<file path="config.mk">
export PLATFORM = sky130hd
export DESIGN_NAME = led_strip_effect_engine_core
export DESIGN_NICKNAME = d
export VERILOG_FILES = /design/src/rtl/les_pkg.sv /design/src/rtl/led_strip_effect_engine_core.sv /design/src/rtl/les_ram.sv /design/src/rtl/les_anim.sv
export SDC_FILE = /design/constraint.sdc
export NUM_CORES = 1
export LEC_CHECK = 0
export ABC_AREA = 1
export BUFFER_PORTS_ARGS = -buffer_cell sky130_fd_sc_hd__clkbuf_2
export CAP_MARGIN = 20
export CORE_UTILIZATION = 35
export CTS_BUF_LIST = sky130_fd_sc_hd__clkbuf_2 sky130_fd_sc_hd__clkbuf_4 sky130_fd_sc_hd__clkbuf_8
export CTS_CLUSTER_DIAMETER = 30
export DETAILED_ROUTE_END_ITERATION = 8
export HOLD_SLACK_MARGIN = 0.1
export PLACE_DENSITY_LB_ADDON = 0.25
export SETUP_SLACK_MARGIN = 0.05
export SLEW_MARGIN = 40
export SYNTH_ARGS = -nofsm -noshare
export SYNTH_HDL_FRONTEND = slang
export SYNTH_SLANG_ARGS = --single-unit
</file>
<file path="constraint.sdc">
create_clock -name clk -period 7 [get_ports clk]
set_clock_uncertainty 0.1 [all_clocks]
set_input_delay 0 -clock clk [delete_from_list [all_inputs] [get_ports clk]]
set_output_delay 0 -clock clk [all_outputs]
set_load 0.1 [all_outputs]
</file>
<file path="src/rtl/les_pkg.sv">
// Shared types, codes and colour helpers for the LED strip effect engine.
package les_pkg;

	localparam int LED_W     = 6;
	localparam int CHAN_W    = 8;
	localparam int WORD_W    = 24;

	localparam logic [1:0] OP_TICK    = 2'd0;
	localparam logic [1:0] OP_RESTART = 2'd1;
	localparam logic [1:0] OP_WRITE   = 2'd2;

	localparam logic [2:0] MODE_OFF      = 3'd0;
	localparam logic [2:0] MODE_BREATH   = 3'd1;
	localparam logic [2:0] MODE_WATERFUL = 3'd2;
	localparam logic [2:0] MODE_TOUCH    = 3'd3;
	localparam logic [2:0] MODE_RAINBOW  = 3'd4;
	localparam logic [2:0] MODE_NORMAL   = 3'd5;
	localparam logic [2:0] MODE_CUSTOM   = 3'd6;

	localparam logic [1:0] REG_MODE   = 2'd0;
	localparam logic [1:0] REG_BRIGHT = 2'd1;
	localparam logic [1:0] REG_REPEAT = 2'd2;

	localparam logic [7:0]  RB_TOP     = 8'd42;
	localparam logic [9:0]  RB_CENTER  = 10'd128;
	localparam logic [9:0]  RB_STEP    = 10'd9;
	localparam logic [5:0]  RB_LAST    = 6'd17;
	// level*10/42 == (level*15605) >> 16 for any 8-bit level
	localparam logic [21:0] TENTH_MUL  = 22'd15605;
	localparam logic [7:0]  WF_LEVEL   = 8'h0F;

	typedef struct packed {
		logic [CHAN_W-1:0] level;
		logic [5:0]        tenth;
		logic [LED_W-1:0]  step_pos;
		logic [1:0]        step_ch;
	} anim_t;

	function automatic logic [WORD_W-1:0] grey_word(input logic [CHAN_W-1:0] v);
		return {v, v, v};
	endfunction

	function automatic logic [CHAN_W-1:0] dec_chan(input logic [CHAN_W-1:0] c);
		return (c != '0) ? c - 8'd1 : c;
	endfunction

	function automatic logic [WORD_W-1:0] touch_word(input logic [WORD_W-1:0] w);
		return {dec_chan(w[23:16]), dec_chan(w[15:8]), dec_chan(w[7:0])};
	endfunction

	// five-row layout; caller keeps the store for LEDs past the last row
	function automatic logic [WORD_W-1:0] rainbow_word(input logic [LED_W-1:0] idx,
		input logic [5:0] tenth);
		logic [LED_W-1:0]  start;
		logic [WORD_W-1:0] mask;
		logic [5:0]        pos;
		logic [5:0]        d;
		logic [9:0]        prod;
		logic [7:0]        v;
		if (idx <= 6'd3) begin
			start = 6'd0;  mask = 24'hFF00FF;
		end else if (idx <= 6'd7) begin
			start = 6'd4;  mask = 24'hFFFF00;
		end else if (idx <= 6'd10) begin
			start = 6'd8;  mask = 24'h00FFFF;
		end else if (idx <= 6'd13) begin
			start = 6'd11; mask = 24'h0000FF;
		end else begin
			start = 6'd14; mask = 24'hFF0000;
		end
		pos  = idx - start;
		d    = (pos >= tenth) ? pos - tenth : tenth - pos;
		prod = {4'b0, d} * RB_STEP;
		v    = 8'(RB_CENTER - prod);
		return {v, v, v} & mask;
	endfunction

endpackage

</file>
<file path="src/rtl/led_strip_effect_engine_core.sv">
// Top level of the LED strip effect engine: sequencer, pixel store and colour stage.
//
// channel | direction | handshake            | payload
// in      | sink      | in_valid / in_stall  | op, led_sel, green_in, red_in, blue_in
// out     | source    | out_valid / out_stall| led_index, grb_word, last
// cfg     | sink      | cfg_valid / cfg_ready| cfg_index, cfg_data
//
// A tick or restart holds in_stall after its accept while the store is read once per LED,
// and until the colour stage has taken the last read of the store RAM.
// A write pixel goes straight to the store write port when it is accepted.
// The store is cleared by per-LED valid bits, reset and restart clear them at once.
// out_stall holds the colour stage and a waiting store read; in_stall is high during a frame.
module led_strip_effect_engine_core #(
	parameter int NUM_LEDS = 18
) (
	input  logic        clk,
	input  logic        arst_n,
	input  logic        in_valid,
	output logic        in_stall,
	input  logic [1:0]  op,
	input  logic [4:0]  led_sel,
	input  logic [7:0]  green_in,
	input  logic [7:0]  red_in,
	input  logic [7:0]  blue_in,
	output logic        out_valid,
	input  logic        out_stall,
	output logic [4:0]  led_index,
	output logic [23:0] grb_word,
	output logic        last,
	input  logic        cfg_valid,
	output logic        cfg_ready,
	input  logic [1:0]  cfg_index,
	input  logic [7:0]  cfg_data
);
	import les_pkg::*;

	localparam int IDX_W = $clog2(NUM_LEDS);

	typedef enum logic [1:0] {
		ST_IDLE = 2'b01,
		ST_RUN  = 2'b10
	} state_t;

	state_t              state_q;
	logic [IDX_W-1:0]    rd_idx_q;
	logic [1:0]          op_q;
	logic                v_s1;
	logic [IDX_W-1:0]    idx_s1;
	logic [NUM_LEDS-1:0] vld_q;
	logic [2:0]          mode_q;
	logic [7:0]          bright_q;
	logic [7:0]          rep_q;
	logic                out_valid_q;
	logic [4:0]          out_idx_q;
	logic [WORD_W-1:0]   out_word_q;
	logic                out_last_q;

	logic                in_acc;
	logic                frame_start;
	logic                restart;
	logic                pix_we;
	logic                advance;
	logic                issue;
	logic                consume;
	logic                frame_end;
	logic [WORD_W-1:0]   ram_rdata;
	logic [WORD_W-1:0]   cur;
	logic [WORD_W-1:0]   word;
	logic [WORD_W-1:0]   new_word;
	logic                s1_we;
	logic                we;
	logic [IDX_W-1:0]    waddr;
	logic [WORD_W-1:0]   wdata;
	anim_t               anim;

	assign in_stall    = (state_q != ST_IDLE) || v_s1;
	assign in_acc      = in_valid && !in_stall;
	assign frame_start = in_acc && (op == OP_TICK || op == OP_RESTART);
	assign restart     = in_acc && (op == OP_RESTART);
	assign pix_we      = in_acc && (op == OP_WRITE) && (7'(led_sel) < 7'(NUM_LEDS));
	assign advance     = !out_valid_q || !out_stall;
	assign issue       = (state_q == ST_RUN) && (advance || !v_s1);
	assign consume     = v_s1 && advance;
	assign frame_end   = consume && (op_q == OP_TICK) && (idx_s1 == IDX_W'(NUM_LEDS - 1));
	assign cfg_ready   = 1'b1;

	always_ff @(posedge clk or negedge arst_n) begin
		if (!arst_n) begin
			mode_q   <= MODE_OFF;
			bright_q <= 8'd64;
			rep_q    <= 8'd12;
		end else if (cfg_valid) begin
			unique case (cfg_index)
				REG_MODE:   mode_q   <= cfg_data[2:0];
				REG_BRIGHT: bright_q <= cfg_data;
				REG_REPEAT: rep_q    <= cfg_data;
				default:    mode_q   <= mode_q;
			endcase
		end
	end

	always_ff @(posedge clk or negedge arst_n) begin
		if (!arst_n) begin
			state_q  <= ST_IDLE;
			rd_idx_q <= '0;
			op_q     <= OP_TICK;
			v_s1     <= 1'b0;
		end else begin
			unique case (state_q)
				ST_IDLE: begin
					if (frame_start) begin
						state_q  <= ST_RUN;
						rd_idx_q <= '0;
						op_q     <= op;
					end
				end
				ST_RUN: begin
					if (issue) begin
						rd_idx_q <= rd_idx_q + 1'b1;
						if (rd_idx_q == IDX_W'(NUM_LEDS - 1)) begin
							state_q <= ST_IDLE;
						end
					end
				end
				default: state_q <= ST_IDLE;
			endcase
			if (issue) begin
				v_s1 <= 1'b1;
			end else if (advance) begin
				v_s1 <= 1'b0;
			end
		end
	end

	always_ff @(posedge clk) begin
		if (issue) begin
			idx_s1 <= rd_idx_q;
		end
	end

	les_ram #(
		.WIDTH (WORD_W),
		.DEPTH (NUM_LEDS)
	) u_store (
		.clk   (clk),
		.we    (we),
		.waddr (waddr),
		.wdata (wdata),
		.re    (issue),
		.raddr (rd_idx_q),
		.rdata (ram_rdata)
	);

	les_anim #(
		.NUM_LEDS (NUM_LEDS)
	) u_anim (
		.clk          (clk),
		.arst_n       (arst_n),
		.mode         (mode_q),
		.brightness   (bright_q),
		.repeat_ticks (rep_q),
		.frame_end    (frame_end),
		.restart      (restart),
		.anim         (anim)
	);

	assign cur = vld_q[idx_s1] ? ram_rdata : '0;

	always_comb begin
		word     = '0;
		new_word = cur;
		s1_we    = 1'b0;
		if (op_q == OP_TICK) begin
			unique case (mode_q)
				MODE_BREATH: begin
					new_word = grey_word(anim.level);
					word     = new_word;
					s1_we    = 1'b1;
				end
				MODE_WATERFUL: begin
					if (LED_W'(idx_s1) == anim.step_pos) begin
						unique case (anim.step_ch)
							2'd0:    word = {WF_LEVEL, 16'h0};
							2'd1:    word = {8'h0, WF_LEVEL, 8'h0};
							default: word = {16'h0, WF_LEVEL};
						endcase
					end
				end
				MODE_TOUCH: begin
					word     = cur;
					new_word = touch_word(cur);
					s1_we    = 1'b1;
				end
				MODE_RAINBOW: begin
					word = cur;
					if (LED_W'(idx_s1) <= RB_LAST) begin
						new_word = rainbow_word(LED_W'(idx_s1), anim.tenth);
						s1_we    = 1'b1;
					end
				end
				MODE_NORMAL: begin
					new_word = grey_word(bright_q);
					word     = new_word;
					s1_we    = 1'b1;
				end
				MODE_CUSTOM: word = cur;
				default:     word = '0;
			endcase
		end
	end

	assign we    = pix_we || (consume && s1_we);
	assign waddr = pix_we ? IDX_W'(led_sel) : idx_s1;
	assign wdata = pix_we ? {green_in, red_in, blue_in} : new_word;

	always_ff @(posedge clk or negedge arst_n) begin
		if (!arst_n) begin
			vld_q <= '0;
		end else if (restart) begin
			vld_q <= '0;
		end else if (we) begin
			vld_q[waddr] <= 1'b1;
		end
	end

	always_ff @(posedge clk or negedge arst_n) begin
		if (!arst_n) begin
			out_valid_q <= 1'b0;
		end else if (advance) begin
			out_valid_q <= v_s1;
		end
	end

	always_ff @(posedge clk) begin
		if (consume) begin
			out_idx_q  <= 5'(idx_s1);
			out_word_q <= word;
			out_last_q <= (idx_s1 == IDX_W'(NUM_LEDS - 1));
		end
	end

	assign out_valid = out_valid_q;
	assign led_index = out_idx_q;
	assign grb_word  = out_word_q;
	assign last      = out_last_q;

	a_last_idx: assert property (@(posedge clk) disable iff (!arst_n)
		(out_valid && last) |-> (led_index == 5'(NUM_LEDS - 1)))
		else $error("last flag on wrong LED");
	a_port_free: assert property (@(posedge clk) disable iff (!arst_n)
		!(pix_we && v_s1))
		else $error("pixel write collides with frame write-back");
	a_read_lands: assert property (@(posedge clk) disable iff (!arst_n)
		issue |=> v_s1)
		else $error("store read lost");
	a_no_accept_busy: assert property (@(posedge clk) disable iff (!arst_n)
		(state_q == ST_RUN) |-> !in_acc)
		else $error("item accepted during frame");

endmodule

</file>
<file path="src/rtl/les_ram.sv">
// Generic single-write, single-read synchronous RAM with registered read.
module les_ram #(
	parameter int WIDTH = 24,
	parameter int DEPTH = 18
) (
	input  logic                     clk,
	input  logic                     we,
	input  logic [$clog2(DEPTH)-1:0] waddr,
	input  logic [WIDTH-1:0]         wdata,
	input  logic                     re,
	input  logic [$clog2(DEPTH)-1:0] raddr,
	output logic [WIDTH-1:0]         rdata
);

	logic [WIDTH-1:0] mem_q [DEPTH];

	always_ff @(posedge clk) begin
		if (we) begin
			mem_q[waddr] <= wdata;
		end
		if (re) begin
			rdata <= mem_q[raddr];
		end
	end

endmodule

</file>
<file path="src/rtl/les_anim.sv">
// Animation counters: breath/rainbow level, waterful step and tick divider.
module les_anim #(
	parameter int NUM_LEDS = 18
) (
	input  logic          clk,
	input  logic          arst_n,
	input  logic [2:0]    mode,
	input  logic [7:0]    brightness,
	input  logic [7:0]    repeat_ticks,
	input  logic          frame_end,
	input  logic          restart,
	output les_pkg::anim_t anim
);
	import les_pkg::*;

	logic [7:0]       level_q, level_d;
	logic             ramp_q, ramp_d;
	logic [7:0]       sub_q, sub_d;
	logic [LED_W-1:0] pos_q, pos_d;
	logic [1:0]       ch_q, ch_d;
	logic [5:0]       tenth_q;
	logic [21:0]      tenth_prod;
	logic [7:0]       top;
	logic [7:0]       lv;
	logic [7:0]       rep;
	logic [7:0]       sub_inc;

	always_comb begin
		level_d = level_q;
		ramp_d  = ramp_q;
		sub_d   = sub_q;
		pos_d   = pos_q;
		ch_d    = ch_q;
		top     = (mode == MODE_BREATH) ? brightness : RB_TOP;
		lv      = ramp_q ? level_q - 8'd1 : level_q + 8'd1;
		rep     = (repeat_ticks == '0) ? 8'd1 : repeat_ticks;
		sub_inc = sub_q + 8'd1;
		priority if (restart) begin
			level_d = '0;
			ramp_d  = 1'b0;
			sub_d   = '0;
			pos_d   = '0;
			ch_d    = '0;
		end else if (frame_end && (mode == MODE_BREATH || mode == MODE_RAINBOW)) begin
			level_d = lv;
			if (lv == top || lv == '0) begin
				ramp_d = ~ramp_q;
			end
		end else if (frame_end && mode == MODE_WATERFUL) begin
			if (sub_inc >= rep || sub_inc == '0) begin
				sub_d = '0;
				if (pos_q == LED_W'(NUM_LEDS - 1)) begin
					pos_d = '0;
					ch_d  = (ch_q == 2'd2) ? 2'd0 : ch_q + 2'd1;
				end else begin
					pos_d = pos_q + 1'b1;
				end
			end else begin
				sub_d = sub_inc;
			end
		end else begin
			level_d = level_q;
		end
	end

	assign tenth_prod = 22'(level_d) * TENTH_MUL;

	always_ff @(posedge clk or negedge arst_n) begin
		if (!arst_n) begin
			level_q <= '0;
			ramp_q  <= 1'b0;
			sub_q   <= '0;
			pos_q   <= '0;
			ch_q    <= '0;
			tenth_q <= '0;
		end else begin
			level_q <= level_d;
			ramp_q  <= ramp_d;
			sub_q   <= sub_d;
			pos_q   <= pos_d;
			ch_q    <= ch_d;
			tenth_q <= tenth_prod[21:16];
		end
	end

	assign anim.level    = level_q;
	assign anim.tenth    = tenth_q;
	assign anim.step_pos = pos_q;
	assign anim.step_ch  = ch_q;

	a_ch_range: assert property (@(posedge clk) disable iff (!arst_n) ch_q != 2'd3)
		else $error("waterful channel out of range");
	a_pos_range: assert property (@(posedge clk) disable iff (!arst_n)
		pos_q <= LED_W'(NUM_LEDS - 1))
		else $error("waterful position out of range");
	a_restart_clr: assert property (@(posedge clk) disable iff (!arst_n)
		restart |=> (level_q == '0 && sub_q == '0 && pos_q == '0 && ch_q == '0))
		else $error("restart left counters set");

endmodule
</file>
# Yosys cells after proc, flatten, opt, wreduce, memory -nomap -nowiden
# Memories as Yosys holds them, arrays and structs flattened. A register that Yosys moved wholly into a read port is not among the register bits.
# Index checks and enable logic that the tools add are counted.
dict set report word_totals {
  register_bits 114
  mem_bits_rw 432
  inputBits 46
  out_inout_bits 33
  word_cells 198
  n_memories 1
}
# memory depth width read_ports rd_clocked_by_memory_dff write_ports line
set mem_list {}
lappend mem_list {u_store.mem_q 18 24 1 1 1 les_ram.sv:15} ;# logic [WIDTH-1:0] mem_q [DEPTH];
dict set report op_classes {
  addsub 13
  multipliers 2
  magnitude_cmp 11
  eq_ne 24
  mux 70
  bitwise 3
  reduce_logical 55
}
# cell count
set op_table {}
lappend op_table {{$mux 24} 11}
lappend op_table {{$pmux 24 s4} 2}
lappend op_table {{$mux 8} 12}
lappend op_table {{$mux 6} 9}
lappend op_table {{$pmux 20 s2} 1}
lappend op_table {{$mux 18} 2}
lappend op_table {{$sub 8x1->8 const B} 4}
lappend op_table {{$and 24x24->24} 1}
lappend op_table {{$logic_not 8->1} 3}
lappend op_table {{$reduce_bool 8->1} 3}
lappend op_table {{$mul 8x14->22 const B} 1}
lappend op_table {{$mux 20} 1}
lappend op_table {{$mux 2} 9}
lappend op_table {{$or 18x18->18} 1}
lappend op_table {{$add 8x1->8 const B} 2}
lappend op_table {{$reduce_bool 2->1} 8}
lappend op_table {{$mux 5} 3}
lappend op_table {{$logic_and 1x1->1} 13}
lappend op_table {{$lt 5x6->1 const B} 2}
lappend op_table {{$reduce_and 2->1} 6}
lappend op_table {{$sub 6x6->6} 2}
lappend op_table {{$mux 1} 11}
lappend op_table {{$eq 5x5->1 const B} 2}
lappend op_table {{$le 5x4->1 const B} 2}
lappend op_table {{37 further kinds} 67}

# Longest topological paths before layout
# Gate-level depths: netlist of run 1.
dict set report logic_depth {
  depth_word 18
  mapped_depth 41
}

# Modules after synthesis
# Synthesis of run 1 repeated with hierarchy kept, for this count alone.
dict set report unflattened {
  hier_cells 3308
  hier_area_um2 30260.3
}
# mod instances cells_per_inst area_per_inst_um2 seq_area_each_um2
set modules_own_cells {}
lappend modules_own_cells {les_ram 1 1781 19241.0 13693.1}
lappend modules_own_cells {led_strip_effect_engine_core 1 948 6705.2 2257.2}
lappend modules_own_cells {les_anim 1 579 4314.1 775.7}

# Worst setup path after synthesis of run 1
# Ideal clock, no wire load.
dict set report synth_path {
  kind {register to register}
  start {register out_valid_q (netlist: out_valid)}
  end {register u_anim.tenth_q[5]}
  arrival_time_ns 6.807
  path_slack_ns 0.013
  path_stages_with_launch 21
  path_buffers 0
  path_cell_list {dfrtp_1 > a21oi_1 > nand2_1 > nor2_2 > nand2_2 > o22ai_1 > inv_1 > fa_1 > inv_1 > fa_1 > inv_1 > fa_1 > fa_1 > ha_1 > nand2_1 > nor2_1 > inv_1 > nor2_1 > nor2_1 > o221ai_1 > xnor2_1}
}
dict set report synth_via {
  elab_chain_len 9
}
# element line
set synth_lines {}
lappend synth_lines {{start, declared} led_strip_effect_engine_core.sv:53} ;# logic out_valid_q;
lappend synth_lines {{start signal, assigned} led_strip_effect_engine_core.sv:230} ;# out_valid_q <= v_s1;
lappend synth_lines {{$logic_not 1->1} led_strip_effect_engine_core.sv:81} ;# assign advance = !out_valid_q || !out_stall;
lappend synth_lines {{$logic_or 1x1->1} led_strip_effect_engine_core.sv:81}
lappend synth_lines {{$logic_and 1x1->1} led_strip_effect_engine_core.sv:83} ;# assign consume = v_s1 && advance;
lappend synth_lines {{via consume} led_strip_effect_engine_core.sv:64} ;# logic consume;
lappend synth_lines {{$logic_and 1x1->1 (2 in series)} led_strip_effect_engine_core.sv:84} ;# assign frame_end = consume && (op_q == OP_TICK) && (idx_s1 == IDX_W'(NUM_LEDS - 1));
lappend synth_lines {{$logic_and 1x1->1} les_anim.sv:44} ;# end else if (frame_end && (mode == MODE_BREATH || mode == MODE_RAINBOW)) begin
lappend synth_lines {{$mux 8} les_anim.sv:44}
lappend synth_lines {{$mux 8} les_anim.sv:38} ;# priority if (restart) begin
lappend synth_lines {{via u_anim.level_d[6]} les_anim.sv:16} ;# logic [7:0] level_q, level_d;
lappend synth_lines {{$mul 8x14->22} les_anim.sv:66} ;# assign tenth_prod = 22'(level_d) * TENTH_MUL;
lappend synth_lines {{via u_anim.tenth_prod[21]} les_anim.sv:22} ;# logic [21:0] tenth_prod;
lappend synth_lines {{end signal, assigned} les_anim.sv:82} ;# tenth_q <= tenth_prod[21:16];
lappend synth_lines {{end, declared} les_anim.sv:21} ;# logic [5:0] tenth_q;
# The timed path passes the listed nets, and every way through them passes these cells.
# A chain may end at the register's enable or synchronous reset.

# Worst setup path in the final report of run 1
dict set report layout_path {
  start {register idx_s1[1]}
  end {memory u_store.mem_q[15][15], data pin}
}
dict set report layout_via {
  elab_chain_len 18
  word_cells_on_any_way 36
  cone_classes {add/sub: 5; mul: 1; order compare: 6; mux: 22; bitwise: 1; reduce/logical: 1}
}
# element line
set layout_lines {}
lappend layout_lines {{start, declared} led_strip_effect_engine_core.sv:48} ;# logic [IDX_W-1:0] idx_s1;
lappend layout_lines {{start signal, assigned} led_strip_effect_engine_core.sv:137} ;# idx_s1 <= rd_idx_q;
lappend layout_lines {{$le 5x4->1} les_pkg.sv:66} ;# end else if (idx <= 6'd13) begin
lappend layout_lines {{$mux 3} les_pkg.sv:66}
lappend layout_lines {{$mux 3} les_pkg.sv:64} ;# end else if (idx <= 6'd10) begin
lappend layout_lines {{$mux 4} les_pkg.sv:62} ;# end else if (idx <= 6'd7) begin
lappend layout_lines {{$mux 4} les_pkg.sv:60} ;# if (idx <= 6'd3) begin
lappend layout_lines {{$mux 6} led_strip_effect_engine_core.sv:196} ;# if (LED_W'(idx_s1) <= RB_LAST) begin
lappend layout_lines {{$mux 6} led_strip_effect_engine_core.sv:174} ;# unique case (mode_q)
lappend layout_lines {{$mux 6} led_strip_effect_engine_core.sv:173} ;# if (op_q == OP_TICK) begin
lappend layout_lines {{[... 3 more ...]} --}
lappend layout_lines {{$mul 6x4->8} les_pkg.sv:73} ;# prod = {4'b0, d} * RB_STEP;
lappend layout_lines {{$sub 8x8->8} les_pkg.sv:74} ;# v = 8'(RB_CENTER - prod);
lappend layout_lines {{$and 24x24->24} les_pkg.sv:75} ;# return {v, v, v} & mask;
lappend layout_lines {{$mux 24} led_strip_effect_engine_core.sv:196}
lappend layout_lines {{$pmux 24 s4} led_strip_effect_engine_core.sv:174}
lappend layout_lines {{$mux 24 *} led_strip_effect_engine_core.sv:173}
lappend layout_lines {{$mux 24 *} led_strip_effect_engine_core.sv:214} ;# assign wdata = pix_we ? {green_in, red_in, blue_in} : new_word;
lappend layout_lines {{via u_store.wdata[15]} les_ram.sv:9} ;# input logic [WIDTH-1:0] wdata,
lappend layout_lines {{end, declared} les_ram.sv:15}
# The timed path passes the listed nets; every way through them passes the cells marked *. The select of a mux whose other input is x is not followed.

==> impl_metrics.csv, run 1 <==
group,metric,value,unit
setup_path,arrival,6.64,ns
status,status,"finished clean",
timing,final.period_utilization,0.913,
setup_path,path_delay_family,"simple AND/OR/NAND/NOR gates",
global_route,number_of_global_route_vias_before_repair,20500,
setup_path,worstSetupPathType,"reg2reg",
clock_tree,tritoncts.num_buffers,107,
detailed_routing,drt_iter0_drc,1837,
timing,timing.final.ws_setup,0.611,ns
detailed_routing,m1WireLength,36.3,mm
setup_path,cp_slowest_cell,"sky130_fd_sc_hd__edfxtp_1",
clock_tree,worst_setup_hold_path_clk_slew,0.06,ns
finish,layout.nets,3021,
setup_path,start_kind,"flop",
setup_path,worst_path_fanout_max,18,
detailed_routing,via_count,20700,
timing,finalHoldViolCount,0,
timing,rsz0062_at_grt,"false",
placed_design,dp.cells,3711,
clock_tree,clockBufferDepth,3,
clock_tree,clk_latency,0.74,ns
min_path,holdPathStages,3,
timing,worst_slew_margin_rel,0.426,
global_route,number_of_antenna_violations_at_the_first_check_in_global_routing,1,
finish,layout.filler_cells,7527,
pwr,power_density,362,mW/mm^2
die,core.rowCount,103,
min_path,hold_class,"in2reg",
setup_path,critical_path.n_buffers_inverters,4,
detailed_routing,met2RoutedLength,38.7,mm
clock_tree,cts_num_sinks,570,
setup_path,cp_slowest_stage_delay,0.57,ns
global_route,grt_remaining_overflow,0,
placed_design,dp.final_hpwl,49.8,mm
detailed_routing,drc_errors,0,
placed_design,gp_congestion,0.936,
timing,worst_slew_pin_slew,0.860,ns
global_route,grt.total_usage,0.200,
min_path,min_delay_worst_endpoint,"u_store.mem_q[17][4]",
timing,fmaxAchievable,157,MHz
timing,final_max_slew_viol_count,0,
flow_run,drv_cap,0,
clock_tree,tritoncts_clock_tree,"done",
clock_tree,clk_root_buffer_cell,"sky130_fd_sc_hd__clkbuf_8",
finish,layout.cells.non_filler,3978,
die,floorplan.die_area,0.0806,mm^2
global_route,grt_pass1_wl,123,mm
setup_path,timing.critical_path.required,7.25,ns
finish,area.growth.synth_to_final,17.3,%
detailed_routing,post_drt_via_cell_ratio,5.21,
placed_design,io_buffers,77,
pwr,ir_worst_vdd,0.000237,V
detailed_routing,route.final.wire_length,81.4,mm
placed_design,dp_slack,0.474,ns
clock_tree,max_h_tree_level,3,
timing,finalSetupTns,0,ns
synth,synthesis.yosys.warnings,0,
detailed_routing,drt_pass1_iterations,5,
die,number_of_top_level_pins,79,
setup_path,reg_to_reg_critical_path_endpoint,"u_store.mem_q[15][15]",
timing,timing.final.crit_period,6.39,ns
synth,synthCells,2659,
setup_path,critical_path.most_common_cell,"sky130_fd_sc_hd__nand2_1",
die,initial_core_util,0.353,
synth,synth-edff-count,491,
synth,net_count_after_synthesis,2843,
min_path,timing.hold.worst.start,"blue_in[4]",
global_route,grt_start_max_net_pins,195,
detailed_routing,top_signal_layer_used,"met4",
detailed_routing,route.met3.wl,4.96,mm
detailed_routing,wire_per_inst,20.5,um
detailed_routing,final_antenna_net_count,0,
synth,synth_flop_cell,"sky130_fd_sc_hd__edfxtp_1",
synth,netlist_area,0.0278,mm^2
finish,mostFrequentLayoutCells,"sky130_fd_sc_hd__edfxtp_1 (491), sky130_fd_sc_hd__nand2_1 (433), sky130_fd_sc_hd__nor2_1 (287)",
synth,netlist-cell-type-count,56,
setup_path,setup.reg_to_reg.worst_slack,0.61,ns
synth,count_of_state_elements_after_synthesis,570,
finish,post_route_cells_drive_above_1_share,0.129,
setup_path,reg2reg_depth,34,
synth,avgSynthCellArea,10.5,um^2
die,design.core.area,0.0787,mm^2
finish,layout.cells.most_common,"sky130_fd_sc_hd__edfxtp_1",
setup_path,timing.rr.start,"idx_s1[1]",
die,die_height,284,um
synth,postSynth.asyncResetShare,0.139,
pwr,p_leak,13.0,nW
setup_path,cp-end-kind,"flop",
synth,synth-seq-area-share,0.601,
timing,finalSetupViolations,0,
die,die_width,284,um
-- where the power goes --
part           leakage [nW]  switching (W)  total, W  internal [W]
logic                  6.23        0.00262   0.00376       0.00114
clock network          1.26        0.00149   0.00372       0.00222
registers              5.51       0.000142   0.00433       0.00419
total                  13.0        0.00425    0.0118       0.00756
-- Yosys cell counts, types with 4 or more instances --
cell type,n,share of area
sky130_fd_sc_hd__edfxtp_1,491,0.53
sky130_fd_sc_hd__nor3_1,12,0.0022
sky130_fd_sc_hd__inv_1,247,0.033
sky130_fd_sc_hd__o22ai_1,133,0.030
sky130_fd_sc_hd__a211oi_1,4,0.0011
sky130_fd_sc_hd__xnor2_1,9,0.0028
sky130_fd_sc_hd__nor2_1,290,0.039
sky130_fd_sc_hd__clkbuf_1,96,0.013
sky130_fd_sc_hd__nand4_1,53,0.012
sky130_fd_sc_hd__a31oi_1,15,0.0034
sky130_fd_sc_hd__nand2_2,10,0.0022
sky130_fd_sc_hd__nand3_2,4,0.0014
sky130_fd_sc_hd__buf_2,10,0.0018
sky130_fd_sc_hd__o21ai_1,15,0.0027
sky130_fd_sc_hd__nand2_1,438,0.059
sky130_fd_sc_hd__dfrtp_1,75,0.067
sky130_fd_sc_hd__inv_2,15,0.0020
sky130_fd_sc_hd__dfstp_2,4,0.0038
sky130_fd_sc_hd__o31ai_1,8,0.0022
sky130_fd_sc_hd__o21a_1,4,0.0011
sky130_fd_sc_hd__ha_1,103,0.046
sky130_fd_sc_hd__xor2_1,26,0.0082
sky130_fd_sc_hd__o41ai_1,4,0.0013
sky130_fd_sc_hd__fa_1,35,0.025
sky130_fd_sc_hd__o21ai_0,269,0.048
sky130_fd_sc_hd__a21oi_1,117,0.021
sky130_fd_sc_hd__nand3_1,118,0.021
sky130_fd_sc_hd__o21ai_2,5,0.0016
-- layout make-up --
type                    count  area (um^2)  area share
inverters                 265         1010      0.0310
repair buffers            182         1370      0.0421
clock inverters            70          873      0.0268
flip-flops and latches    570        16700       0.513
diodes                      2         5.00    0.000153
clock buffers             128         1640      0.0504
well taps                1050         1310      0.0403
multi-input cells        1711         9680       0.297
-- stage by stage --
stage / instance area [um^2] / utilization / total power [W] / hold slack, ns
after CTS: 32600 / 0.414 / 0.0118 / 0.105
after global routing: 32600 / 0.414 / 0.0125 / 0.195
final: 32600 / 0.414 / 0.0118 / 0.169
after detailed placement: 29400 / 0.373 / 0.00806 / -0.215
after global placement: 29400 / 0.373 / 0.00804 / -0.221
after floorplan: 27800 / - / 0.00697 / -0.396
-- routing by layer --
layer / vias up / GRT usage
li1: 9715 / -
met1: 10200 / 0.275
met2: 668 / 0.330
met3: 100 / 0.0277
met4: 0 / 0.0547
met5: - / 0
-- what timing repair did --
action,CTS,global route
endpoints found under the setup margin,0,79
resized for setup,0,9
hold buffers,66,0
hold endpoints to repair,523,0
buffers inserted,0,0
-- worst max path at each step --
stage                     startpoint               endpoint  slack (ns)  cells after the start
after floorplan            out_valid      u_anim.tenth_q[5]        0.72                     20
after global placement     idx_s1[2]   u_store.mem_q[0][23]        0.50                     38
after detailed placement   idx_s1[2]   u_store.mem_q[0][23]        0.47                     38
after CTS                  idx_s1[2]    u_store.mem_q[9][6]        0.48                     32
after global routing       idx_s1[2]  u_store.mem_q[15][15]        0.07                     34
final                      idx_s1[1]  u_store.mem_q[15][15]        0.61                     34
-- cells by family (layout without fill, tap and decap cells) --
kind of cell | count (synthesis) | after routing | synth area share
simple gates | 941 | 941 | 0.142
compound gates | 596 | 596 | 0.122
buf+inv | 378 | 645 | 0.0525
xor+xnor | 35 | 35 | 0.0110
fa+ha+maj | 138 | 138 | 0.0715
other cells | 1 | 3 | 0.000135
flops | 570 | 570 | 0.601
-- flip-flops by register name, indices dropped and copies added (netlist names), 6 cells and up --
register	flops
u_store.mem_q	432
grb_word	24
u_store.rdata	24
vld_q	18
bright_q	8
rep_q	8
u_anim.level_q	8
u_anim.sub_q	8
u_anim.pos_q	6
u_anim.tenth_q	6
-- tightest hold or removal path: stages --
cell and delay, ns:
sky130_fd_sc_hd__clkbuf_2 0.07, sky130_fd_sc_hd__nand2_1 0.13, sky130_fd_sc_hd__nand2_1 0.52
No activity file was read; power rests on OpenSTA's default activity.
==> inputs of run 2 (changes only) <==
--- a/config.mk
+++ b/config.mk
@@ -8,7 +8,7 @@
 export ABC_AREA = 1
 export BUFFER_PORTS_ARGS = -buffer_cell sky130_fd_sc_hd__clkbuf_2
 export CAP_MARGIN = 20
-export CORE_UTILIZATION = 35
+export CORE_UTILIZATION = 59
 export CTS_BUF_LIST = sky130_fd_sc_hd__clkbuf_2 sky130_fd_sc_hd__clkbuf_4 sky130_fd_sc_hd__clkbuf_8
 export CTS_CLUSTER_DIAMETER = 30
 export DETAILED_ROUTE_END_ITERATION = 8
==> run 2 against run 1 <==
Core utilization rose by 27 points. Die area shrank 40%. Power fell by 1.9%. Worst setup slack worse by 0.15 ns. First-iteration DRC count grew 35%. Flip-flop and latch count unchanged. Cell count is 12% lower. Clock-buffer cell count increased by 1. Via count rose by 2.6%. Critical path depth decreased by 10. Critical path type unchanged. Critical endpoint is now u_anim.tenth_q[5]. Largest power group unchanged. Highest routed layer is now met5.
==> impl_metrics.csv, run 2 (synthesis gave the netlist of run 1 again) <==
group,metric,value,unit
status,status,"finished clean",
clock_tree,tritoncts_clock_tree,"done",
detailed_routing,drt_pass1_iterations,6,
timing,fmaxAchievable,153,MHz
die,design.core.area,0.0466,mm^2
global_route,grt_start_max_net_pins,201,
pwr,p_leak,12.9,nW
finish,largest_reg_flops,432,
detailed_routing,drc_errors,0,
timing,worst_hold_slack,0.189,ns
setup_path,worstSetupPathType,"reg2reg",
setup_path,start_kind,"flop",
global_route,grt_pass1_wl,116,mm
clock_tree,clk_latency,0.72,ns
setup_path,timing.critical_path.required,7.46,ns
timing,final_max_slew_viol_count,0,
clock_tree,clockBufferDepth,3,
placed_design,detailed_place.area,0.0288,mm^2
die,initial_core_util,0.597,
finish,stdcell_area,0.0319,mm^2
min_path,holdPathStages,3,
die,die_height,219,um
setup_path,timing.critical_path.from,"state_q[0]",
placed_design,dp_slack,0.328,ns
detailed_routing,route.final.wire_length,76.8,mm
timing,finalSetupTns,0,ns
setup_path,critical_path.most_common_cell,"sky130_fd_sc_hd__nor2_1",
timing,worst_slew_margin_rel,0.430,
global_route,grt_remaining_overflow,0,
clock_tree,tritoncts.num_buffers,102,
detailed_routing,final_antenna_net_count,0,
clock_tree,worst_setup_hold_path_clk_slew,0.06,ns
min_path,timing.hold.worst.start,"blue_in[1]",
finish,layout.cells.most_common,"sky130_fd_sc_hd__edfxtp_1",
timing,timing.final.crit_period,6.53,ns
timing,rsz0062_at_grt,"false",
die,die_width,219,um
global_route,grt.total_usage,0.322,
setup_path,timing.rr.start,"state_q[0]",
detailed_routing,drt_iter0_drc,2476,
setup_path,arrival,7.00,ns
flow_run,drv_cap,0,
setup_path,worst_path_fanout_max,22,
die,floorplan.die_area,0.0480,mm^2
clock_tree,clk_root_buffer_cell,"sky130_fd_sc_hd__clkbuf_8",
timing,finalHoldViolCount,0,
global_route,number_of_antenna_violations_at_the_first_check_in_global_routing,1,
setup_path,cp-end-kind,"flop",
setup_path,cp_slowest_cell,"sky130_fd_sc_hd__fa_1",
finish,final_core_occ,0.685,
setup_path,cp_num_cells,24,
pwr,ir_worst_vdd,0.000309,V
timing,timing.final.ws_setup,0.466,ns
setup_path,path_cells,"inv_2 > nor2_1 > nand3_1 > nor2_2 > dlygate4sd3_1 > nand2_1 > clkinv_2 > nor2_1 > inv_2 > o22ai_1 > fa_1 > inv_1 > fa_1 > fa_1 > inv_1 > fa_1 > ha_1 > nand2_1 > nor2_1 > a211oi_1 > nor2_1 > nor2_1 > o221ai_1 > xnor2_1",
finish,area.growth.synth_to_final,14.6,%
finish,mostFrequentLayoutCells,"sky130_fd_sc_hd__edfxtp_1 (491), sky130_fd_sc_hd__nand2_1 (435), sky130_fd_sc_hd__nor2_1 (286)",
die,core.rowCount,79,
timing,final.period_utilization,0.933,
min_path,hold_class,"in2reg",
detailed_routing,wire_per_inst,21.8,um
placed_design,io_buffers,77,
timing,finalSetupViolations,0,
timing,worst_slew_pin_slew,0.853,ns
clock_tree,cts_num_sinks,570,
setup_path,path_delay_family,"adder cells",
detailed_routing,post_drt_via_cell_ratio,6.04,
finish,layout.nets,3015,
setup_path,reg2reg_depth,24,
setup_path,cp_slowest_stage_delay,0.70,ns
global_route,number_of_global_route_vias_before_repair,20700,
finish,max_flop_register,"u_store.mem_q",
finish,diodes,0,
detailed_routing,via_count,21300,
placed_design,dp.final_hpwl,46.7,mm
finish,post_route_cells_drive_above_1_share,0.127,
die,number_of_top_level_pins,79,
pwr,power_density,363,mW/mm^2
placed_design,gp_congestion,0.990,
clock_tree,max_h_tree_level,3,
setup_path,critical_path.n_buffers_inverters,6,
## run 2: changes by cell type in the layout (fill, tap and decap cells not counted), moves of 4 or more
cell,before,now
sky130_fd_sc_hd__clkinvlp_4,11,7
sky130_fd_sc_hd__clkinv_4,7,2
sky130_fd_sc_hd__clkinv_2,17,21
sky130_fd_sc_hd__inv_4,3,8
sky130_fd_sc_hd__clkbuf_4,19,23
sky130_fd_sc_hd__inv_1,241,233
sky130_fd_sc_hd__bufinv_16,17,12
## run 2: worst register-to-register path: cells and delay by family (launching register included)
| kind | cells | cell delay, ns |
|---|---|---|
| adder cells (fa/ha/maj) | 5 | 2.58 |
| buffers and inverters | 6 | 1.27 |
| AND/OR/NAND/NOR | 9 | 0.96 |
| AO/OA/AOI/OAI | 3 | 0.78 |
| flip-flops | 1 | 0.52 |
| XOR/XNOR | 1 | 0.19 |
## run 2: worst paths after layout
path | slack [ns] | endpoint
max | 0.47 | u_anim.tenth_q[5]
min | 0.19 | u_store.mem_q[17][1]
max reg2reg | 0.47 | u_anim.tenth_q[5]
min reg2reg | 0.37 | op_q[0]
max in group asynchronous | 5.15 | rd_idx_q[0]
min in group asynchronous | 0.65 | u_anim.sub_q[2]
## run 2: through the flow
| step | power [W] | instances |
|---|---|---|
| after floorplan | 0.00697 | 2659 |
| after global placement | 0.00793 | 3258 |
| after detailed placement | 0.00801 | 3258 |
| after CTS | 0.0114 | 3508 |
| after global routing | 0.0122 | 3519 |
| final | 0.0116 | 3519 |
## run 2: layout make-up
class,count,area [um^2]
clock buffer,129,1630
clock inverter,56,638
fill,3458,14700
inverter,265,1030
multi-input combinational,1711,9700
sequential,570,16700
tap,607,759
timing repair buffer,181,1380
## run 2: repair_timing
action                                  4_1_cts  5_1_grt
hold buffers                                 65        0
endpoints found under the setup margin        0      128
hold endpoints to repair                    528        0
buffers inserted                              0       10
gates resized for setup                       0       10
## run 2: metal layers
layer	up-vias	GRT usage	part of all wire
met5	-	0	0.00017
met4	2	0.122	0.033
met3	204	0.0560	0.097
met2	1112	0.506	0.46
met1	10200	0.450	0.41
li1	9705	-	-
## run 2: power breakdown
group / internal, W / leakage (nW) / switching [W]
Sequential: 0.00419 / 5.51 / 0.000134
Clock: 0.00200 / 1.17 / 0.00141
Combinational: 0.00119 / 6.20 / 0.00266
Total: 0.00737 / 12.9 / 0.00421
